### src/hw/rtl/imu_tsd_pkg.sv
// ----------------------------------------------------------------------------
// IMU step detector package
// Shared types, constants and helper functions of the step detector.
// ----------------------------------------------------------------------------
package imu_tsd_pkg;

  localparam int SampleBits = 16;
  localparam int SqBits     = 2 * SampleBits + 2;
  localparam int ThrBits    = 15;
  localparam int ThrSqBits  = 2 * ThrBits;
  localparam int CmpBits    = (SqBits > ThrSqBits) ? SqBits : ThrSqBits;
  localparam int CountBits  = 20;
  localparam int TimeBits   = 32;
  localparam int DelayBits  = 16;
  localparam int LengthBits = 12;
  localparam int IntvBits   = 16;
  localparam int DistBits   = 32;
  localparam int CfgIdxBits = 3;
  localparam int CfgDataBits = 16;

  localparam logic [CountBits-1:0] StepMax = CountBits'(1000000);

  typedef enum logic [CfgIdxBits-1:0] {
    CfgAccThreshold = 3'd0,
    CfgAccRearm     = 3'd1,
    CfgGyroLimit    = 3'd2,
    CfgStepDelay    = 3'd3,
    CfgStepLength   = 3'd4,
    CfgSaveInterval = 3'd5
  } cfg_idx_e;

  typedef struct packed {
    logic                         cmd;
    logic signed [SampleBits-1:0] acc_x;
    logic signed [SampleBits-1:0] acc_y;
    logic signed [SampleBits-1:0] acc_z;
    logic signed [SampleBits-1:0] gyro_x;
    logic signed [SampleBits-1:0] gyro_y;
    logic signed [SampleBits-1:0] gyro_z;
    logic [TimeBits-1:0]          now_ms;
  } sample_t;

  typedef struct packed {
    logic                 step_seen;
    logic [CountBits-1:0] step_total;
    logic [DistBits-1:0]  distance_mm;
    logic                 save_request;
  } result_t;

  typedef struct packed {
    logic [ThrBits-1:0]    acc_threshold;
    logic [ThrBits-1:0]    acc_rearm_level;
    logic [ThrBits-1:0]    gyro_limit;
    logic [DelayBits-1:0]  step_delay_ms;
    logic [LengthBits-1:0] step_length_mm;
    logic [IntvBits-1:0]   save_interval;
  } cfg_t;

  typedef struct packed {
    logic                cmd;
    logic                acc_hi;
    logic                gyr_lo;
    logic                acc_lo;
    logic [TimeBits-1:0] now_ms;
  } flag_t;

  typedef struct packed {
    logic                 step_seen;
    logic [CountBits-1:0] step_total;
    logic                 save_request;
  } count_t;

  function automatic logic [SampleBits-1:0] sample_abs(input logic [SampleBits-1:0] v);
    logic [SampleBits-1:0] r;
    r = v[SampleBits-1] ? (~v + 1'b1) : v;
    return r;
  endfunction

  function automatic logic [2*SampleBits-1:0] sample_sq(input logic [SampleBits-1:0] v);
    logic [2*SampleBits-1:0] a;
    a = (2*SampleBits)'(sample_abs(v));
    return a * a;
  endfunction

endpackage

### src/hw/rtl/imu_tsd_if.sv


interface imu_tsd_result_if;
  logic                  valid;
  logic                  ready;
  imu_tsd_pkg::result_t  payload;
  modport source (output valid, output payload, input ready);
  modport sink   (input valid, input payload, output ready);
endinterface


### src/hw/rtl/imu_tsd_out.sv
// ----------------------------------------------------------------------------
// IMU step detector output stage
// Scales the step total to distance and holds the result register.
// ----------------------------------------------------------------------------
module imu_tsd_out (
  input  logic                clk_i,
  input  logic                rst_ni,
  input  imu_tsd_pkg::cfg_t   cfg_i,
  input  logic                cnt_valid_i,
  output logic                cnt_ready_o,
  input  imu_tsd_pkg::count_t cnt_i,
  imu_tsd_result_if.source    result_if
);
  import imu_tsd_pkg::*;

  logic    v_q;
  result_t res_q, res_d;

  assign cnt_ready_o = !v_q || result_if.ready;

  always_comb begin
    res_d.step_seen    = cnt_i.step_seen;
    res_d.step_total   = cnt_i.step_total;
    res_d.save_request = cnt_i.save_request;
    res_d.distance_mm  = DistBits'(cnt_i.step_total) * DistBits'(cfg_i.step_length_mm);
  end

  always_ff @(posedge clk_i or negedge rst_ni) begin
    if (!rst_ni) begin
      v_q <= 1'b0;
    end else if (cnt_ready_o) begin
      v_q <= cnt_valid_i;
    end
  end

  always_ff @(posedge clk_i) begin
    if (cnt_ready_o && cnt_valid_i) res_q <= res_d;
  end

  assign result_if.valid   = v_q;
  assign result_if.payload = res_q;

endmodule

### src/flat_wrapper.sv
// flat-port wrapper written by rule: the top's interface ports become plain ports
module imu_tsd_out_flat import imu_tsd_pkg::*;
  (clk_i, rst_ni, cfg_i, cnt_valid_i, cnt_ready_o, cnt_i, result_if_valid, result_if_payload, result_if_ready);
  imu_tsd_result_if result_if_i ();
  input  logic clk_i;
  input  logic rst_ni;
  input  imu_tsd_pkg::cfg_t cfg_i;
  input  logic cnt_valid_i;
  output logic cnt_ready_o;
  input  imu_tsd_pkg::count_t cnt_i;
  output wire logic [$bits(result_if_i.valid)-1:0] result_if_valid;
  output wire logic [$bits(result_if_i.payload)-1:0] result_if_payload;
  input wire logic [$bits(result_if_i.ready)-1:0] result_if_ready;
  assign result_if_valid = result_if_i.valid;
  assign result_if_payload = result_if_i.payload;
  assign result_if_i.ready = result_if_ready;
  imu_tsd_out u_core (.clk_i(clk_i), .rst_ni(rst_ni), .cfg_i(cfg_i), .cnt_valid_i(cnt_valid_i), .cnt_ready_o(cnt_ready_o), .cnt_i(cnt_i), .result_if(result_if_i));
endmodule
### config.mk
export PLATFORM = sky130hd
export DESIGN_NAME = imu_tsd_out_flat
export DESIGN_NICKNAME = d
export VERILOG_FILES = /design/src/hw/rtl/imu_tsd_pkg.sv /design/src/hw/rtl/imu_tsd_if.sv /design/src/hw/rtl/imu_tsd_out.sv /design/src/flat_wrapper.sv
export SDC_FILE = /design/constraint.sdc
export NUM_CORES = 1
export LEC_CHECK = 0
export BUFFER_PORTS_ARGS = -buffer_cell sky130_fd_sc_hd__buf_2
export CAP_MARGIN = 20
export CORE_ASPECT_RATIO = 0.6
export CORE_UTILIZATION = 35
export CTS_BUF_LIST = sky130_fd_sc_hd__clkbuf_2 sky130_fd_sc_hd__clkbuf_4 sky130_fd_sc_hd__clkbuf_8
export DETAILED_ROUTE_END_ITERATION = 8
export PLACE_DENSITY_LB_ADDON = 0.05
export SYNTH_ARGS = -nofsm -noshare
export SYNTH_HDL_FRONTEND = slang
export SYNTH_SLANG_ARGS = --single-unit
### constraint.sdc
create_clock -name clk_i -period 2.35 [get_ports clk_i]
set_clock_uncertainty 0.1 [all_clocks]
set_input_delay 0.3525 -clock clk_i [delete_from_list [all_inputs] [get_ports clk_i]]
set_output_delay 0.3525 -clock clk_i [all_outputs]
set_load 0.01 [all_outputs]
==> metrics.cfg <==
[status]
violations=negative setup slack
outcome=finished, violations left

[routing]
vias=6931
firstDrtPassIters=5
wl_per_cell_um=17.4
totalWireLength_mm=27.0
ant_nets=0
vias_per_cell=4.45
drc_errors=0
drt_iter0_markers=401

[clock_network]
numCtsBuffers=5
clk_latency_ps=360
clockRootBuffer=clkbuf_8
cts_tree=done
cts.sinks=55
cts_buffer_depth=2
clk_pin_slew_worst_paths_ps=120
cts_max_level=2

[worst_setup_path]
ff2ff_path_depth=3
cp_num_buf_inv=4
cp.required_ps=2380
timing.rr.start=u_core.result_if.valid$_DFFE_PN0N_
reg2reg_slack_ps=920
r2r-end=u_core.result_if.payload[6]$_DFFE_PP_
critPathKind=input port to flip-flop
crit_arrival_ps=5000
critical-path-top-delay-family=adder cells
crit_slowest_cell=fa_1
crit_path_end_kind=flip-flop
cp_max_fo=11
crit_path_frequent_cell=fa_1
path_cells=buf_12, buf_6, and2_4, fa_1, fa_1, fa_2, fa_1, inv_2, fa_1, inv_2, ha_4, a21oi_4, o21ai_2, nor2_4, a211oi_4, or4b_1, a31oi_1, xnor2_1
critPathLaunchType=input port
crit_path_max_incr_delay_ps=570

[timing]
max_clock_freq_ghz=0.201
setup_tns_ps=-57890
drv_slew=0
fin_crit_ps=4970
setup-violations-final=28
fin_ws_ps=-2620
grt_setup_unrepaired=true
relSlewSlack_pct=75.7
min_period_over_period_pct=212
timing.hold.ws_ps=57.4
hold_viol_final=0
worst_pin_slew_ps=361

[synth]
synth_most_common_cell=inv_1
synthCells=970
synth_area_mm2=0.00930
avgSynthCellArea_um2=9.59
ys_top_cells_by_count=inv_1 (216), nand2_1 (190), fa_1 (180)
ys.warnings.count=0
ys_seq_area_share_pct=17.7
yosys.area.top_type_share_pct=38.7
ys_top_cells_by_area=fa_1 (39%), edfxtp_1 (17%), ha_1 (9.4%)
yosysTopAreaCell=fa_1
ys.flop_type=edfxtp_1
async_flop_share_pct=1.82
syn_nets=1335
synth_edf_count=54
synth_seq_cells=55
synth.distinct_cells=42

[grt]
antenna_found_initial=0
grt_usage_pct=20.7
grt_start_max_net_pins=55
grt_pass1_vias=7108
gr-total-overflow=0
grt_pass1_wl_mm=41.8

[die]
rows=45
die_h_um=128
ios=171
core-area_mm2=0.0257
die_w_um=212
start_util_pct=36.2
dieArea_mm2=0.0272

[cells_and_area]
fill_cells=2449
area_growth_pct=37.4
fin_nets=1568
drive_gt1_share_pct=37.4
final_cell_area_mm2=0.0128
multi_input_area_mm2=0.00745
register_area_mm2=0.00165
diodes=0

[hold_path]
min_to=u_core.result_if.payload[53]$_DFFE_PP_
worstHoldPathCells=1
hp-start=cnt_i[21]
holdCritPathClass=input port to flip-flop

[place]
place.gp.congestion=0.853
dp_hpwl_mm=22.1
place_area_mm2=0.0115
port_buffers=93

[run]
max_cap_viol_count=0

## through the flow
stage	instances	setup slack, ps	util, %
floorplan	970	-2710	-
global route	1556	-2730	49.8
finish	1556	-2620	49.8
global placement	1513	-3230	44.7
detailed placement	1513	-3250	44.7
CTS	1544	-2630	47.9
## cells in the final DEF, fill, tap and decap left out, types with 14 or more instances in the layout
cell type    n
ha_1        48
nand2_2     15
buf_6       48
and2_1      53
edfxtp_1    54
inv_1      192
nand2_1    162
inv_2       24
buf_4      138
a21o_1      14
and2_4      14
ha_4        21
fa_1       162
buf_2       64
fa_2        18
## repair_timing
action,CTS,global route
hold endpoints to repair,1,0
pin swaps,59,55
buffers inserted,24,20
gates cloned,2,1
hold buffers,1,0
gates resized for setup,122,102
setup endpoints to repair,28,28
## flip-flops by register name (all words and copies together) (netlist names)
signal	count
u_core.result_if.valid	1
u_core.result_if.payload	54
## layer usage
| metal | up-vias | track usage (%) | part of all wire [%] |
|---|---|---|---|
| met2 | 211 | 23.1 | 33 |
| li1 | 3368 | - | - |
| met4 | 0 | 2.29 | 0.45 |
| met1 | 3342 | 37.0 | 59 |
| met3 | 10 | 5.61 | 8.1 |
| met5 | - | 0 | 0 |
## logic make-up (layout without fill, tap and decap cells)
family                     after synthesis  in the layout  synth area share (%)
and+or+nand+nor                        294            294                  14.2
buffers and inverters                  265            499                  11.0
adders and majority gates              250            250                  48.2
AOI/OAI and AO/OA                       78             78                  6.20
DFF                                     55             55                  17.7
xor gates and xnor gates                28             28                  2.64
## cell type report
cell class	count	area share, %
tap	352	3.45
clock inverter	3	0.196
inverter	216	6.34
clock buffer	5	0.539
sequential	55	12.9
timing repair buffer	275	18.3
multi-input combinational	650	58.3
## worst max path at each step
| stage | from | to | slack [ps] | cells past startpoint |
|---|---|---|---|---|
| after global routing | cnt_i[10] | u_core.result_if.payload[32]$_DFFE_PP_ | -2730 | 18 |
| after floorplan | cfg_i[25] | u_core.result_if.payload[32]$_DFFE_PP_ | -2710 | 18 |
| after global placement | cfg_i[19] | u_core.result_if.payload[32]$_DFFE_PP_ | -3230 | 20 |
| after CTS | cfg_i[25] | u_core.result_if.payload[32]$_DFFE_PP_ | -2630 | 18 |
| final | cfg_i[26] | u_core.result_if.payload[32]$_DFFE_PP_ | -2620 | 18 |
| after detailed placement | cfg_i[19] | u_core.result_if.payload[32]$_DFFE_PP_ | -3250 | 20 |
Power is left out: the tool's default activity adds up to more than one toggle a clock period on the data nets, which glitch-free logic cannot reach.
