$ cat src/hw/rtl/imu_tsd_pkg.sv
// ----------------------------------------------------------------------------
// IMU step detector package
// Shared types, constants and helper functions of the step detector.
// ----------------------------------------------------------------------------
package imu_tsd_pkg;

  localparam int SampleBits = 16;
  localparam int SqBits     = 2 * SampleBits + 2;
  localparam int ThrBits    = 15;
  localparam int ThrSqBits  = 2 * ThrBits;
  localparam int CmpBits    = (SqBits > ThrSqBits) ? SqBits : ThrSqBits;
  localparam int CountBits  = 20;
  localparam int TimeBits   = 32;
  localparam int DelayBits  = 16;
  localparam int LengthBits = 12;
  localparam int IntvBits   = 16;
  localparam int DistBits   = 32;
  localparam int CfgIdxBits = 3;
  localparam int CfgDataBits = 16;

  localparam logic [CountBits-1:0] StepMax = CountBits'(1000000);

  typedef enum logic [CfgIdxBits-1:0] {
    CfgAccThreshold = 3'd0,
    CfgAccRearm     = 3'd1,
    CfgGyroLimit    = 3'd2,
    CfgStepDelay    = 3'd3,
    CfgStepLength   = 3'd4,
    CfgSaveInterval = 3'd5
  } cfg_idx_e;

  typedef struct packed {
    logic                         cmd;
    logic signed [SampleBits-1:0] acc_x;
    logic signed [SampleBits-1:0] acc_y;
    logic signed [SampleBits-1:0] acc_z;
    logic signed [SampleBits-1:0] gyro_x;
    logic signed [SampleBits-1:0] gyro_y;
    logic signed [SampleBits-1:0] gyro_z;
    logic [TimeBits-1:0]          now_ms;
  } sample_t;

  typedef struct packed {
    logic                 step_seen;
    logic [CountBits-1:0] step_total;
    logic [DistBits-1:0]  distance_mm;
    logic                 save_request;
  } result_t;

  typedef struct packed {
    logic [ThrBits-1:0]    acc_threshold;
    logic [ThrBits-1:0]    acc_rearm_level;
    logic [ThrBits-1:0]    gyro_limit;
    logic [DelayBits-1:0]  step_delay_ms;
    logic [LengthBits-1:0] step_length_mm;
    logic [IntvBits-1:0]   save_interval;
  } cfg_t;

  typedef struct packed {
    logic                cmd;
    logic                acc_hi;
    logic                gyr_lo;
    logic                acc_lo;
    logic [TimeBits-1:0] now_ms;
  } flag_t;

  typedef struct packed {
    logic                 step_seen;
    logic [CountBits-1:0] step_total;
    logic                 save_request;
  } count_t;

  function automatic logic [SampleBits-1:0] sample_abs(input logic [SampleBits-1:0] v);
    logic [SampleBits-1:0] r;
    r = v[SampleBits-1] ? (~v + 1'b1) : v;
    return r;
  endfunction

  function automatic logic [2*SampleBits-1:0] sample_sq(input logic [SampleBits-1:0] v);
    logic [2*SampleBits-1:0] a;
    a = (2*SampleBits)'(sample_abs(v));
    return a * a;
  endfunction

endpackage

$ cat src/hw/rtl/imu_tsd_if.sv
// ----------------------------------------------------------------------------
// IMU step detector channels
// Valid/ready channels for samples, results and register writes.
// ----------------------------------------------------------------------------
interface imu_tsd_sample_if;
  logic                  valid;
  logic                  ready;
  imu_tsd_pkg::sample_t  payload;
  modport source (output valid, output payload, input ready);
  modport sink   (input valid, input payload, output ready);
endinterface


$ cat src/hw/rtl/imu_tsd_mag.sv
// ----------------------------------------------------------------------------
// IMU step detector magnitude pipeline
// Registers the sample, forms squared magnitudes and compares them with the
// squared thresholds.
// ----------------------------------------------------------------------------
module imu_tsd_mag (
  input  logic                clk_i,
  input  logic                rst_ni,
  imu_tsd_sample_if.sink      sample_if,
  input  imu_tsd_pkg::cfg_t   cfg_i,
  output logic                flag_valid_o,
  input  logic                flag_ready_i,
  output imu_tsd_pkg::flag_t  flag_o
);
  import imu_tsd_pkg::*;

  logic                v1_q, v2_q, v3_q;
  logic                en1, en2, en3;
  sample_t             item1_q;
  logic                cmd2_q;
  logic [TimeBits-1:0] now2_q;
  logic [SqBits-1:0]   acc_sq2_q, gyr_sq2_q;
  logic [SqBits-1:0]   acc_sq_d, gyr_sq_d;
  logic [ThrSqBits-1:0] thr_sq_q, rearm_sq_q, lim_sq_q;
  flag_t               flag3_q, flag3_d;

  assign en3 = !v3_q || flag_ready_i;
  assign en2 = !v2_q || en3;
  assign en1 = !v1_q || en2;
  assign sample_if.ready = en1;

  assign acc_sq_d = SqBits'(sample_sq(item1_q.acc_x)) + SqBits'(sample_sq(item1_q.acc_y))
                  + SqBits'(sample_sq(item1_q.acc_z));
  assign gyr_sq_d = SqBits'(sample_sq(item1_q.gyro_x)) + SqBits'(sample_sq(item1_q.gyro_y))
                  + SqBits'(sample_sq(item1_q.gyro_z));

  always_comb begin
    flag3_d.cmd    = cmd2_q;
    flag3_d.now_ms = now2_q;
    flag3_d.acc_hi = CmpBits'(acc_sq2_q) > CmpBits'(thr_sq_q);
    flag3_d.gyr_lo = CmpBits'(gyr_sq2_q) < CmpBits'(lim_sq_q);
    flag3_d.acc_lo = CmpBits'(acc_sq2_q) < CmpBits'(rearm_sq_q);
  end

  always_ff @(posedge clk_i) begin
    thr_sq_q   <= ThrSqBits'(cfg_i.acc_threshold) * ThrSqBits'(cfg_i.acc_threshold);
    rearm_sq_q <= ThrSqBits'(cfg_i.acc_rearm_level) * ThrSqBits'(cfg_i.acc_rearm_level);
    lim_sq_q   <= ThrSqBits'(cfg_i.gyro_limit) * ThrSqBits'(cfg_i.gyro_limit);
  end

  always_ff @(posedge clk_i or negedge rst_ni) begin
    if (!rst_ni) begin
      v1_q <= 1'b0;
      v2_q <= 1'b0;
      v3_q <= 1'b0;
    end else begin
      if (en1) v1_q <= sample_if.valid;
      if (en2) v2_q <= v1_q;
      if (en3) v3_q <= v2_q;
    end
  end

  always_ff @(posedge clk_i) begin
    if (en1 && sample_if.valid) item1_q <= sample_if.payload;
    if (en2 && v1_q) begin
      cmd2_q    <= item1_q.cmd;
      now2_q    <= item1_q.now_ms;
      acc_sq2_q <= acc_sq_d;
      gyr_sq2_q <= gyr_sq_d;
    end
    if (en3 && v2_q) flag3_q <= flag3_d;
  end

  assign flag_valid_o = v3_q;
  assign flag_o       = flag3_q;

endmodule

$ cat src/flat_wrapper.sv
// flat-port wrapper written by rule: the top's interface ports become plain ports
module imu_tsd_mag_flat import imu_tsd_pkg::*;
  (clk_i, rst_ni, cfg_i, flag_valid_o, flag_ready_i, flag_o, sample_if_valid, sample_if_payload, sample_if_ready);
  imu_tsd_sample_if sample_if_i ();
  input  logic clk_i;
  input  logic rst_ni;
  input  imu_tsd_pkg::cfg_t cfg_i;
  output logic flag_valid_o;
  input  logic flag_ready_i;
  output imu_tsd_pkg::flag_t flag_o;
  input wire logic [$bits(sample_if_i.valid)-1:0] sample_if_valid;
  input wire logic [$bits(sample_if_i.payload)-1:0] sample_if_payload;
  output wire logic [$bits(sample_if_i.ready)-1:0] sample_if_ready;
  assign sample_if_i.valid = sample_if_valid;
  assign sample_if_i.payload = sample_if_payload;
  assign sample_if_ready = sample_if_i.ready;
  imu_tsd_mag u_core (.clk_i(clk_i), .rst_ni(rst_ni), .sample_if(sample_if_i), .cfg_i(cfg_i), .flag_valid_o(flag_valid_o), .flag_ready_i(flag_ready_i), .flag_o(flag_o));
endmodule
$ cat config.mk
export PLATFORM = sky130hd
export DESIGN_NAME = imu_tsd_mag_flat
export DESIGN_NICKNAME = d
export VERILOG_FILES = /design/src/hw/rtl/imu_tsd_pkg.sv /design/src/hw/rtl/imu_tsd_if.sv /design/src/hw/rtl/imu_tsd_mag.sv /design/src/flat_wrapper.sv
export SDC_FILE = /design/constraint.sdc
export NUM_CORES = 2
export LEC_CHECK = 0
export ABC_AREA = 1
export BUFFER_PORTS_ARGS = -buffer_cell sky130_fd_sc_hd__buf_2
export CAP_MARGIN = 20
export CORE_MARGIN = 5
export CORE_UTILIZATION = 60
export DETAILED_ROUTE_END_ITERATION = 10
export HOLD_SLACK_MARGIN = 0.1
export PLACE_DENSITY = 0.87
export SLEW_MARGIN = 10
export SYNTH_ARGS = -nofsm -noshare
export SYNTH_HDL_FRONTEND = slang
export SYNTH_SLANG_ARGS = --single-unit
$ cat constraint.sdc
create_clock -name clk_i -period 19.8 [get_ports clk_i]
set_input_delay 0.99 -clock clk_i [delete_from_list [all_inputs] [get_ports clk_i]]
set_output_delay 0.99 -clock clk_i [all_outputs]
set_load 0.05 [all_outputs]
==> reports/results.ini <==
[placement]
place_congestion = 0.973
portBuffers = 215
hpwl_um = 177000
place_area_um2 = 84700
placed_cells = 11600

[synthesis]
syn-mean-instance-area_um2 = 8.49
synth_top_area_cell = fa_1
yosys_warnings = 0
syn_inst = 9617
synthFlopType = edfxtp_1
yosysSeqAreaShare = 0.120
yosysUniqueCellTypes = 60
yosys.area.top_type_share = 0.386
ys_ff_latch = 356
synthTopCellsByArea = fa_1, ha_1, inv_1
synth_edf_count = 266
netlist_area_um2 = 81600
ys_async_sr_fraction = 0.00843

[grt]
track_usage = 0.295
met2_usage = 0.529
use_met3 = 0.0371
antenna_found_initial = 7
grt_remaining_overflow = 0
grt_first_pass_wirelength_um = 338000
met1_usage = 0.340
grt_start_max_net_pins = 69
busiest_layer = met2
grt_pass1_vias = 69200

[setup_path]
crit_path_end_kind = register
max_stage_delay_ns = 0.67
slowest_stage = xnor2_1
critPathLaunchType = register
r2r_slack_ns = 7.18
cp.required_ns = 20.14
worstPathMaxFanout = 17
crit_top_cell = fa_1
cp.arrival_ns = 12.96
critPathKind = register to register

[clock_network]
holdBufCountCts = 0
worstSkewPairLatency_ns = 0.62
cts_buffers = 41
clock_path_buffers = 3
ctsResizeCount = 0
post_cts_buffers = 0
clockRootBuffer = clkbuf_16
clock_sinks = 356
clk_transition_reported_paths_ns = 0.06
cts_tree = built
htreeDepth = 2

[routing]
drt_iter0_drc = 4229
vias_per_cell = 5.36
drc = 0
drt-pass1-iter-count = 9
drt-total-wl_um = 204000
final_antenna_net_count = 0
wire_per_inst_um = 17.6
vias = 62400

[final_layout]
final-seq-area_um2 = 9800
instances_no_fill = 11700
nFillCells = 10600
drive_gt1_frac = 0.0472
nNetsFinal = 12600
syn_to_final_growth_pct = 5.55
multiInputGateArea_um2 = 60400
fin_area_um2 = 86100

[timing]
fin_skew_ns = 0.0266
maxSlewHeadroom = 0.324
period_needed_ns = 12.62
final.setup.tns_ns = 0
worstMarginPinSlew_ns = 1.01
period_share = 0.637
rsz0062_at_grt = no
finalSetupViolCount = 0
fmax_mhz = 79.3
hold_ws_ns = 0.161
finalHoldViolCount = 0
slew_viol_final = 0

[worst_hold_path]
hold_class = input port to async pin

[outcome]
status = finished clean

[die]
die-area_um2 = 143000
ios = 260
initial_utilization = 0.603
core_um2 = 135000
die-height_um = 379
die_w_um = 379
rows = 135

[run]
drv_cap = 0

-- synth_stat cells (11+ instances only) --
master / instances
inv_1: 2889
o211ai_1: 12
nor3_1: 58
fa_1: 1574
a21oi_1: 263
or2_2: 19
nand3b_1: 18
edfxtp_1: 266
o21ai_0: 132
nand2_1: 1705
nand4_1: 73
nand2_2: 32
ha_1: 944
inv_2: 55
nor2_2: 14
nand3_1: 245
buf_2: 38
xnor2_1: 60
nor2_4: 11
o21a_1: 14
a21o_1: 23
nor2_1: 762
o21ai_1: 11
clkbuf_1: 66
xor2_1: 112
o21bai_1: 30
buf_4: 13
nor4_1: 13
dfxtp_1: 87
-- per-stage QoR --
| step | util | setup slack, ns |
|---|---|---|
| 2_1_floorplan | - | 9.39 |
| 3_3_place_gp | 0.626 | 7.55 |
| 3_5_place_dp | 0.626 | 7.30 |
| 4_1_cts | 0.637 | 7.23 |
| 5_1_grt | 0.637 | 6.59 |
| 6_report | 0.637 | 7.18 |
-- cell usage in the layout, fill, tap and decap left out, drive strengths merged, types with 2 or more instances in the layout --
cell type,synthesis,layout
conb,2,74
and2,2,2
xnor2,62,62
o31ai,2,2
o21a,14,14
clkinvlp,0,3
a21o,23,23
ha,944,944
dfxtp,87,87
clkinv,2,15
nor3b,5,5
a31oi,2,2
nand4,74,74
nor4,14,14
clkbuf,66,46
o21bai,31,31
o21ai,148,148
o211ai,12,12
a21oi,263,263
a21boi,4,4
nand2,1738,1738
dfrtp,3,3
buf,58,226
or2,26,26
edfxtp,266,266
nand3,254,254
bufinv,0,5
diode,0,3
nor2,788,788
a31o,6,6
xor2,119,119
nor3,59,59
and3,2,2
fa,1574,1574
inv,2946,2955
nand3b,18,18
-- final cells by class --
class / count / share of cell area
antenna: 3 / 0.0000872
clock buffer: 46 / 0.0122
clock inverter: 30 / 0.00458
inverter: 2948 / 0.129
multi-input combinational: 6261 / 0.701
sequential: 356 / 0.114
tap: 1781 / 0.0259
timing repair buffer: 226 / 0.0135
-- worst max-delay path: cells and delay by family, from the launching register on --
| family | cells | cell delay (ns) |
|---|---|---|
| AOI/OAI and AO/OA | 4 | 0.98 |
| xor gates and xnor gates | 2 | 1.34 |
| adders and majority gates | 15 | 7.12 |
| buffers and inverters | 6 | 0.94 |
| DFF | 1 | 0.59 |
| and+or+nand+nor | 10 | 1.36 |
-- per-layer routing --
metal  part of all wire  routed length (um)
met2               0.51              103000
met3              0.064               13100
met1               0.36               73900
met5            0.00010                  21
met4              0.069               14200
-- kinds of logic (layout without fill, tap and decap cells) --
family | Yosys count | count (layout) | synth area share
and+or+nand+nor | 2981 | 2981 | 0.150
buffers and inverters | 3072 | 3250 | 0.143
DFF | 356 | 356 | 0.120
other | 2 | 77 | 0.0000920
AOI/OAI and AO/OA | 507 | 507 | 0.0346
adders and majority gates | 2518 | 2518 | 0.531
xor gates and xnor gates | 181 | 181 | 0.0208
-- sequential cells by signal, summed over array words and instances (netlist names) --
signal and cells:
u_core.item1_q 129, u_core.flag_o 36, u_core.acc_sq2_q 34, u_core.gyr_sq2_q 34
u_core.now2_q 32, u_core.lim_sq_q 29, u_core.rearm_sq_q 29, u_core.thr_sq_q 29
u_core.cmd2_q 1, u_core.flag_valid_o 1, u_core.v1_q 1, u_core.v2_q 1
-- final timing paths --
| kind | start | to | cells after the start |
|---|---|---|---|
| max | u_core.item1_q[96] | u_core.acc_sq2_q[20] | 37 |
| min | rst_ni | u_core.v1_q | 1 |
| max reg2reg | u_core.item1_q[96] | u_core.acc_sq2_q[20] | 37 |
| min reg2reg | u_core.item1_q[6] | u_core.now2_q[6] | 0 |
| max in group asynchronous | rst_ni | u_core.flag_valid_o | 1 |
| min in group clk_i | u_core.item1_q[6] | u_core.now2_q[6] | 0 |
Power is not shown: default switching activity piles up to over one toggle a cycle in this logic, so the estimate is an artifact.
