<file path="src/hw/rtl/imu_tsd_pkg.sv">
// ----------------------------------------------------------------------------
// IMU step detector package
// Shared types, constants and helper functions of the step detector.
// ----------------------------------------------------------------------------
package imu_tsd_pkg;

  localparam int SampleBits = 16;
  localparam int SqBits     = 2 * SampleBits + 2;
  localparam int ThrBits    = 15;
  localparam int ThrSqBits  = 2 * ThrBits;
  localparam int CmpBits    = (SqBits > ThrSqBits) ? SqBits : ThrSqBits;
  localparam int CountBits  = 20;
  localparam int TimeBits   = 32;
  localparam int DelayBits  = 16;
  localparam int LengthBits = 12;
  localparam int IntvBits   = 16;
  localparam int DistBits   = 32;
  localparam int CfgIdxBits = 3;
  localparam int CfgDataBits = 16;

  localparam logic [CountBits-1:0] StepMax = CountBits'(1000000);

  typedef enum logic [CfgIdxBits-1:0] {
    CfgAccThreshold = 3'd0,
    CfgAccRearm     = 3'd1,
    CfgGyroLimit    = 3'd2,
    CfgStepDelay    = 3'd3,
    CfgStepLength   = 3'd4,
    CfgSaveInterval = 3'd5
  } cfg_idx_e;

  typedef struct packed {
    logic                         cmd;
    logic signed [SampleBits-1:0] acc_x;
    logic signed [SampleBits-1:0] acc_y;
    logic signed [SampleBits-1:0] acc_z;
    logic signed [SampleBits-1:0] gyro_x;
    logic signed [SampleBits-1:0] gyro_y;
    logic signed [SampleBits-1:0] gyro_z;
    logic [TimeBits-1:0]          now_ms;
  } sample_t;

  typedef struct packed {
    logic                 step_seen;
    logic [CountBits-1:0] step_total;
    logic [DistBits-1:0]  distance_mm;
    logic                 save_request;
  } result_t;

  typedef struct packed {
    logic [ThrBits-1:0]    acc_threshold;
    logic [ThrBits-1:0]    acc_rearm_level;
    logic [ThrBits-1:0]    gyro_limit;
    logic [DelayBits-1:0]  step_delay_ms;
    logic [LengthBits-1:0] step_length_mm;
    logic [IntvBits-1:0]   save_interval;
  } cfg_t;

  typedef struct packed {
    logic                cmd;
    logic                acc_hi;
    logic                gyr_lo;
    logic                acc_lo;
    logic [TimeBits-1:0] now_ms;
  } flag_t;

  typedef struct packed {
    logic                 step_seen;
    logic [CountBits-1:0] step_total;
    logic                 save_request;
  } count_t;

  function automatic logic [SampleBits-1:0] sample_abs(input logic [SampleBits-1:0] v);
    logic [SampleBits-1:0] r;
    r = v[SampleBits-1] ? (~v + 1'b1) : v;
    return r;
  endfunction

  function automatic logic [2*SampleBits-1:0] sample_sq(input logic [SampleBits-1:0] v);
    logic [2*SampleBits-1:0] a;
    a = (2*SampleBits)'(sample_abs(v));
    return a * a;
  endfunction

endpackage

</file>
<file path="src/hw/rtl/imu_tsd_core.sv">
// ----------------------------------------------------------------------------
// IMU step detector decision stage
// Holds the step state, decides steps and save requests for each request.
// ----------------------------------------------------------------------------
module imu_tsd_core (
  input  logic                clk_i,
  input  logic                rst_ni,
  input  imu_tsd_pkg::cfg_t   cfg_i,
  input  logic                flag_valid_i,
  output logic                flag_ready_o,
  input  imu_tsd_pkg::flag_t  flag_i,
  output logic                cnt_valid_o,
  input  logic                cnt_ready_i,
  output imu_tsd_pkg::count_t cnt_o
);
  import imu_tsd_pkg::*;

  logic                 v_q;
  count_t               res_q, res_d;
  logic [CountBits-1:0] cnt_q, cnt_d, saved_q, saved_d, cnt_inc, diff;
  logic [TimeBits-1:0]  last_q, last_d, elapsed;
  logic                 latch_q, latch_d;
  logic                 step, save_ok, take;

  assign flag_ready_o = !v_q || cnt_ready_i;
  assign take         = flag_valid_i && flag_ready_o;

  assign elapsed = flag_i.now_ms - last_q;
  assign step    = !latch_q && flag_i.acc_hi && flag_i.gyr_lo
                && (elapsed > TimeBits'(cfg_i.step_delay_ms));
  assign cnt_inc = (cnt_q < StepMax) ? cnt_q + 1'b1 : cnt_q;
  assign diff    = cnt_inc - saved_q;
  assign save_ok = (cnt_inc != '0) && (cnt_inc >= saved_q)
                && (diff >= CountBits'(cfg_i.save_interval));

  always_comb begin
    cnt_d   = cnt_q;
    saved_d = saved_q;
    last_d  = last_q;
    latch_d = latch_q;
    res_d.step_seen    = 1'b0;
    res_d.save_request = 1'b0;
    if (flag_i.cmd) begin
      cnt_d   = '0;
      saved_d = '0;
      res_d.save_request = 1'b1;
    end else begin
      if (step) begin
        res_d.step_seen = 1'b1;
        cnt_d   = cnt_inc;
        last_d  = flag_i.now_ms;
        latch_d = 1'b1;
        if (save_ok) begin
          res_d.save_request = 1'b1;
          saved_d = cnt_inc;
        end
      end
      if (flag_i.acc_lo) latch_d = 1'b0;
    end
    res_d.step_total = cnt_d;
  end

  always_ff @(posedge clk_i or negedge rst_ni) begin
    if (!rst_ni) begin
      v_q     <= 1'b0;
      cnt_q   <= '0;
      saved_q <= '0;
      last_q  <= '0;
      latch_q <= 1'b0;
    end else begin
      if (flag_ready_o) v_q <= flag_valid_i;
      if (take) begin
        cnt_q   <= cnt_d;
        saved_q <= saved_d;
        last_q  <= last_d;
        latch_q <= latch_d;
      end
    end
  end

  always_ff @(posedge clk_i) begin
    if (take) res_q <= res_d;
  end

  assign cnt_valid_o = v_q;
  assign cnt_o       = res_q;

endmodule

</file>
<file path="config.mk">
export PLATFORM = sky130hd
export DESIGN_NAME = imu_tsd_core
export DESIGN_NICKNAME = d
export VERILOG_FILES = /design/src/hw/rtl/imu_tsd_pkg.sv /design/src/hw/rtl/imu_tsd_core.sv
export SDC_FILE = /design/constraint.sdc
export NUM_CORES = 1
export LEC_CHECK = 0
export BUFFER_PORTS_ARGS = -buffer_cell sky130_fd_sc_hd__buf_2
export CAP_MARGIN = 20
export CORE_UTILIZATION = 35
export CTS_BUF_LIST = sky130_fd_sc_hd__clkbuf_2
export DETAILED_ROUTE_END_ITERATION = 10
export SETUP_SLACK_MARGIN = 0.4
export SLEW_MARGIN = 15
export SYNTH_ARGS = -nofsm -noshare
export SYNTH_HDL_FRONTEND = slang
export SYNTH_SLANG_ARGS = --single-unit
</file>
<file path="constraint.sdc">
create_clock -name clk_i -period 5.4 [get_ports clk_i]
set_input_delay 0.54 -clock clk_i [delete_from_list [all_inputs] [get_ports clk_i]]
set_output_delay 0.54 -clock clk_i [all_outputs]
set_load 0.1 [all_outputs]
</file>
==> impl_metrics.yaml, run 1 <==
status:
  outcome: "complete, no violations"
clocking:
  clockBufferDepth: 2
  insertion_delay_ps: 690
  clkTransAtPathRegs_ps: 370
  tritoncts: "done"
  cts_buffers: 9
  cts_max_level: 3
  clockRootBuffer: "clkbuf_2"
  cts_sinks: 96
placed_design:
  gp_congestion: 0.875
  place_inst: 1504
  numPortBuffers: 95
  dp_hpwl_um: 18400
  dpl_cell_area_um2: 10400
worst_setup_path:
  cp_num_buf_inv: 1
  cp_slowest_cell: "or4_4"
  crit_type: "reg -> reg"
  setup.worst_path.end_class: "flop"
  path_common_cell: "or3_4"
  path_max_fanout: 5
  cpPeakStageDelay_ps: 570
  critPathTopFamily: "simple AND/OR/NAND/NOR gates"
  required_ps: 5950
  worst_ep_arrival_time_ps: 5730
  start_kind: "flop"
  path_cells: "or4_4 > or3_4 > nand2_8 > buf_4 > nand3_1 > xnor2_2 > ha_1 > and3_1 > a211o_1 > o221ai_1 > o31a_1 > a221o_1 > a31oi_1 > a2bb2oi_1 > nand2_2 > or3_4 > a32o_1"
cells_and_area:
  final_core_util_pct: 45.2
  fin_cells: 1544
  layout.nets: 1421
  drive_gt1_share_pct: 29.7
  final_cell_mix: "inv_1 (101), buf_2 (94), buf_4 (88)"
  layout_commonest_cell: "inv_1"
  synthToLayoutAreaGrowth_pct: 27.1
  fin_area_um2: 11300
timing:
  maxSlewHeadroom_pct: 32.7
  tightest_slew_ps: 984
  drv_slew: 0
  period_minus_slack_ps: 5180
  grt_setup_unrepaired: "yes"
  setup_viol: 0
  finClkSkew_ps: 73.9
  fin_crit_sh_pct: 96.0
  hold_viol_final: 0
  fmax_mhz: 193
floorplanning:
  coreArea_um2: 25000
  initial_core_util_pct: 35.6
  ios: 153
  die_x_um: 162
  dieArea_um2: 26100
  die_h_um: 162
  rows: 58
global_routing:
  grt.busiest_layer: "met2"
  grt_use_met3_pct: 2.31
  grt_max_degree: 74
  grt_pass1_vias: 8011
  grtUsageTotal_pct: 19.5
  gr-usage-met2_pct: 32.0
  grt_overflow: 0
  grtUsageMet1_pct: 26.9
  antenna_found_initial: 1
  grt_pass1_wl_um: 40700
route:
  drc: 0
  vias_per_cell: 5.45
  totalWireLength_um: 25300
  wire_per_inst_um: 16.4
  ant_nets: 0
  drtIter0Drc: 561
  drt-pass1-iter-count: 7
  num_vias: 8411
power:
  powerDensity_nw_per_um2: 331
  ir_worst_vdd_uv: 152
  total_power_mw: 3.74
  p_leak_nw: 5.12
logic_synthesis:
  syn_nets: 1251
  synth_warnings: 0
  synth-async-reset-ratio_pct: 77.1
  synth_edf_count: 22
  synthCells: 1036
  ys_seq_area_share_pct: 28.2
  synth-main-ff-cell: "dfrtp_1"
  netlist-cell-type-count: 79
  synth-seq-cells: 96
  syn_area_um2: 8900
  synth_area_per_cell_um2: 8.60
hold_path:
  holdCritPathClass: "in -> reg"
flow_run:
  max_cap_viol_count: 0
==> cells in the mapped netlist (13+ instances only) <==
master | count | share of area, %
o21ai_0 | 39 | 2.2
a32o_1 | 19 | 2.1
nor2_1 | 69 | 2.9
nand3_1 | 43 | 2.4
inv_1 | 104 | 4.4
xor2_1 | 17 | 1.7
nand2b_1 | 16 | 1.1
clkbuf_1 | 32 | 1.3
nand4_1 | 22 | 1.5
o211ai_1 | 13 | 1.1
mux2_2 | 45 | 5.7
a21oi_1 | 66 | 3.7
ha_1 | 84 | 12
mux2i_1 | 16 | 1.8
nor2b_1 | 16 | 1.1
dfrtp_1 | 74 | 21
a21o_1 | 18 | 1.5
nor3_1 | 22 | 1.2
xnor2_1 | 33 | 3.2
nand2_1 | 71 | 3.0
edfxtp_1 | 22 | 7.4
==> cell families (layout without fill, tap and decap cells) <==
group           after synthesis  after routing  synth area share (%)
compound gates              259            259                  20.2
xor+xnor                     51             51                  5.10
fa+ha+maj                    86             86                  12.3
buf+inv                     152            324                  7.01
flops                        96             96                  28.2
mux                          62             62                  7.62
other cells                   0              3                     0
simple gates                330            333                  19.6
==> power breakdown <==
part           switching [mW]  internal, mW  total [mW]  leakage [nW]
clock network           0.308        0.0753       0.383        0.0657
logic                    1.35          1.07        2.42          3.91
registers              0.0846         0.852       0.937          1.15
==> final timing paths <==
kind / depth (start not counted) / to / slack, ps / start
hold / removal: 2 / cnt_valid_o / 70 / flag_valid_i
setup / recovery: 17 / saved_q[7] / 220 / cnt_q[10]
setup reg to reg: 17 / saved_q[7] / 220 / cnt_q[10]
max in group asynchronous: 4 / saved_q[2] / 4430 / rst_ni
min in group asynchronous: 2 / cnt_q[18] / 90 / rst_ni
hold reg to reg: 1 / last_q[19] / 540 / last_q[19]
==> per-stage QoR <==
step	setup TNS (ps)	hold WS [ps]	worst slack [ps]
finish	0	72.5	218
global route	0	13.4	12.2
CTS	0	20.1	198
detailed placement	-4860	323	-130
global placement	-7820	322	-168
floorplan	0	244	403
==> worst reg2reg max path, stage by stage, from the launching register on <==
cell       delay [ps]
dfrtp_1           470
or4_4             570
or3_4             450
nand2_8           120
buf_4             160
nand3_1           230
xnor2_2           260
ha_1              420
and3_1            280
a211o_1           150
o221ai_1          150
o31a_1            160
a221o_1           310
a31oi_1           230
a2bb2oi_1         290
nand2_2           150
or3_4             410
a32o_1            240
==> final cells by class <==
cell class | count | area (um2)
fillers | 2471 | 13700
multi-input cells | 791 | 6410
flip-flops and latches | 96 | 2510
repair buffers | 204 | 1470
well taps | 330 | 413
inverters | 104 | 390
clock inverters | 7 | 71.3
clock buffers | 9 | 45.0
diodes | 3 | 7.51
==> state kept, by name, summed over array words and instances, names as in the netlist <==
signal,count
last_q,32
cnt_valid_o,1
saved_q,20
latch_q,1
cnt_q,20
cnt_o,22
==> layer usage <==
metal,up-vias,wire length [um]
met1,4049,12100
met2,190,11700
li1,4138,-
met5,-,0
met3,34,955
met4,0,522
==> what timing repair did <==
item,4_1_cts,5_1_grt
hold buffers,2,0
gates cloned,5,2
setup buffers,8,3
pin swaps,56,21
hold endpoints to repair,2,0
gates resized for setup,81,42
endpoints found under the setup margin,95,95
No activity file was read; power rests on OpenSTA's default activity.
==> inputs of run 2 (changes only) <==
ABC_AREA = 1   (was default)
==> run 2 against run 1 <==
Against the previous run:
- hold slack better by 3.3 ps
- critical endpoint is now saved_q[3]
- maximum frequency grew 11%
- register-to-register slack better by 510 ps
- non-clock buffer count down 89
- combinational power hardly changed
- sequential share of layout area grew 0.92 points
- setup slack improved by 510 ps
- synthesized cell count grew 48%
- die area up 9.1%
- via count increased by 12%
- clock-buffer cell count unchanged
- cell count is 30% higher
==> impl_metrics.yaml, run 2 <==
worst_setup_path:
  r2r-end: "saved_q[3]"
  cp_slowest_cell: "dfrtp_2"
  required_ps: 5970
  worst_ep_arrival_time_ps: 5240
  path_common_cell: "nand2_1"
  cpPeakStageDelay_ps: 530
  worstReg2RegStart: "cnt_q[12]"
  path_max_fanout: 8
  reg2regPathDepth: 33
  setup.worst_path.end_class: "flop"
  start_kind: "flop"
  rrSetupSlack_ps: 730
  crit_type: "reg -> reg"
cells_and_area:
  fin_cells: 2009
  fin_area_um2: 10900
  largest_reg_flops: 32
  drive_gt1_share_pct: 14.2
  final_cell_mix: "nand2_1 (539), inv_1 (292), nor2_1 (125)"
  layout.nets: 1846
  regMostFlops: "last_q"
  layout_commonest_cell: "nand2_1"
  n_fill_cell: 2954
  synthToLayoutAreaGrowth_pct: 11.9
hold_path:
  holdCritPathClass: "in -> reg"
  hold_end: "last_q[24]"
  min-delay-start: "flag_i[24]"
  hold_depth: 3
route:
  num_vias: 9401
  drt-pass1-iter-count: 6
  vias_per_cell: 4.68
  totalWireLength_um: 26500
  drc: 0
  ant_nets: 0
  drtIter0Drc: 601
  wire_per_inst_um: 13.2
clocking:
  cts_sinks: 96
  clkTransAtPathRegs_ps: 360
  tritoncts: "done"
  clockRootBuffer: "clkbuf_2"
  cts_buffers: 9
  cts_max_level: 3
  insertion_delay_ps: 680
  clockBufferDepth: 2
logic_synthesis:
  synth_warnings: 0
  synth_top_area_cell: "nand2_1"
  synth_area_per_cell_um2: 6.34
  synth-main-ff-cell: "dfrtp_1"
  synth_most_common_cell: "nand2_1"
  ys_seq_area_share_pct: 25.8
  yosys-top-cells-area: "nand2_1 (21%), dfrtp_1 (19%), inv_1 (11%), ha_1 (11%), edfxtp_1 (6.8%)"
  synth.top_cells.by_count: "nand2_1 (540), inv_1 (292), nor2_1 (126)"
  netlist-cell-type-count: 45
  synth_top_area_share_pct: 20.8
  synth_edf_count: 22
  syn_nets: 1749
  synthCells: 1534
  synth-seq-cells: 96
  synth-async-reset-ratio_pct: 77.1
  syn_area_um2: 9730
floorplanning:
  die_h_um: 169
  initial_core_util_pct: 35.9
  die_x_um: 169
  ios: 153
  dieArea_um2: 28500
  coreArea_um2: 27100
  rows: 60
global_routing:
  grt_max_degree: 65
  grt_overflow: 0
  grt_pass1_wl_um: 43800
  antenna_found_initial: 1
  grt_pass1_vias: 8821
  grtUsageTotal_pct: 19.1
placed_design:
  dpl_cell_area_um2: 10600
  gp_congestion: 0.879
  dp_hpwl_um: 20800
  numPortBuffers: 95
  place_inst: 1983
  pre_cts_slack_ps: 264
timing:
  setup_ws_ps: 730
  setup_viol: 0
  fin_crit_sh_pct: 86.5
  finClkSkew_ps: 73.6
  period_minus_slack_ps: 4670
  tightest_slew_ps: 1250
  drv_slew: 0
  grt_setup_unrepaired: "no"
  maxSlewHeadroom_pct: 16.6
  fmax_mhz: 214
  hold_viol_final: 0
  finalSetupTns_ps: 0
power:
  powerDensity_nw_per_um2: 347
  ir_worst_vdd_uv: 124
  p_leak_nw: 6.35
flow_run:
  max_cap_viol_count: 0
status:
  outcome: "complete, no violations"
[run 2: cell count changes after synthesis, sizes merged, moves of 24 or more]
cell / before / now
nor2: 71 / 135
mux2: 46 / 0
xnor2: 33 / 9
inv: 104 / 304
nand3: 43 / 82
nand2: 72 / 571
[run 2: power breakdown]
part | internal, mW | switching [mW]
combinational | 0.849 | 1.59
clock | 0.118 | 0.295
sequential | 0.864 | 0.0620
total | 1.83 | 1.94
[run 2: cell families (layout without fill, tap and decap cells)]
family | count (synthesis) | in the layout | share of synthesized area (%)
and+or+nand+nor | 849 | 852 | 37.0
buffers and inverters | 337 | 436 | 14.0
AOI/OAI and AO/OA | 127 | 127 | 8.41
DFF | 96 | 96 | 25.8
adders and majority gates | 86 | 86 | 11.2
xor gates and xnor gates | 39 | 39 | 3.51
other | 0 | 1 | 0
[run 2: worst max-delay path by stage]
stage | startpoint | to | cells past startpoint
finish | cnt_q[12] | saved_q[3] | 33
global route | cnt_q[12] | saved_q[4] | 30
CTS | cnt_q[12] | saved_q[0] | 29
detailed placement | cnt_q[12] | saved_q[0] | 29
global placement | cnt_q[12] | saved_q[5] | 29
floorplan | cnt_q[8] | saved_q[10] | 33
[run 2: layout make-up]
cell class	instances	area (um2)	share of cell area [%]
inverters	305	1150	10.6
clock inverters	7	85.1	0.782
well taps	372	465	4.28
diodes	1	2.50	0.0230
clock buffers	9	45.0	0.414
multi-input cells	1104	5960	54.8
repair buffers	115	654	6.01
flip-flops and latches	96	2520	23.1
[run 2: repair_timing]
action	4_1_cts	5_1_grt
gates cloned	0	3
resized for setup	5	18
hold buffers	1	0
endpoints found under the setup margin	20	21
buffers inserted	0	4
pin swaps	0	8
hold endpoints to repair	19	0
[run 2: stage by stage]
step                      util, %  hold slack, ps  power (mW)
after global placement       39.0             443        3.28
final                        40.2            75.8        3.77
after CTS                    39.6            11.2        3.76
after detailed placement     39.0             447        3.32
after global routing         40.2            21.4        4.20
after floorplan                 -             244        2.76
[run 2: routing by layer]
layer / vias up / part of all wire (%) / track usage [%] / wire length, um
met4: 0 / 1.4 / 5.06 / 367
met5: - / 0 / 0 / 0
li1: 4943 / - / - / -
met1: 4228 / 50 / 26.9 / 13200
met2: 203 / 45 / 30.9 / 11800
met3: 27 / 4.0 / 1.96 / 1060
[run 2: worst max-delay path: cells and delay by family, from the launching register on]
kind | cells | cell delay (ps)
and+or+nand+nor | 22 | 2250
DFF | 1 | 530
AOI/OAI and AO/OA | 4 | 600
xor gates and xnor gates | 1 | 170
buffers and inverters | 4 | 380
adders and majority gates | 2 | 650
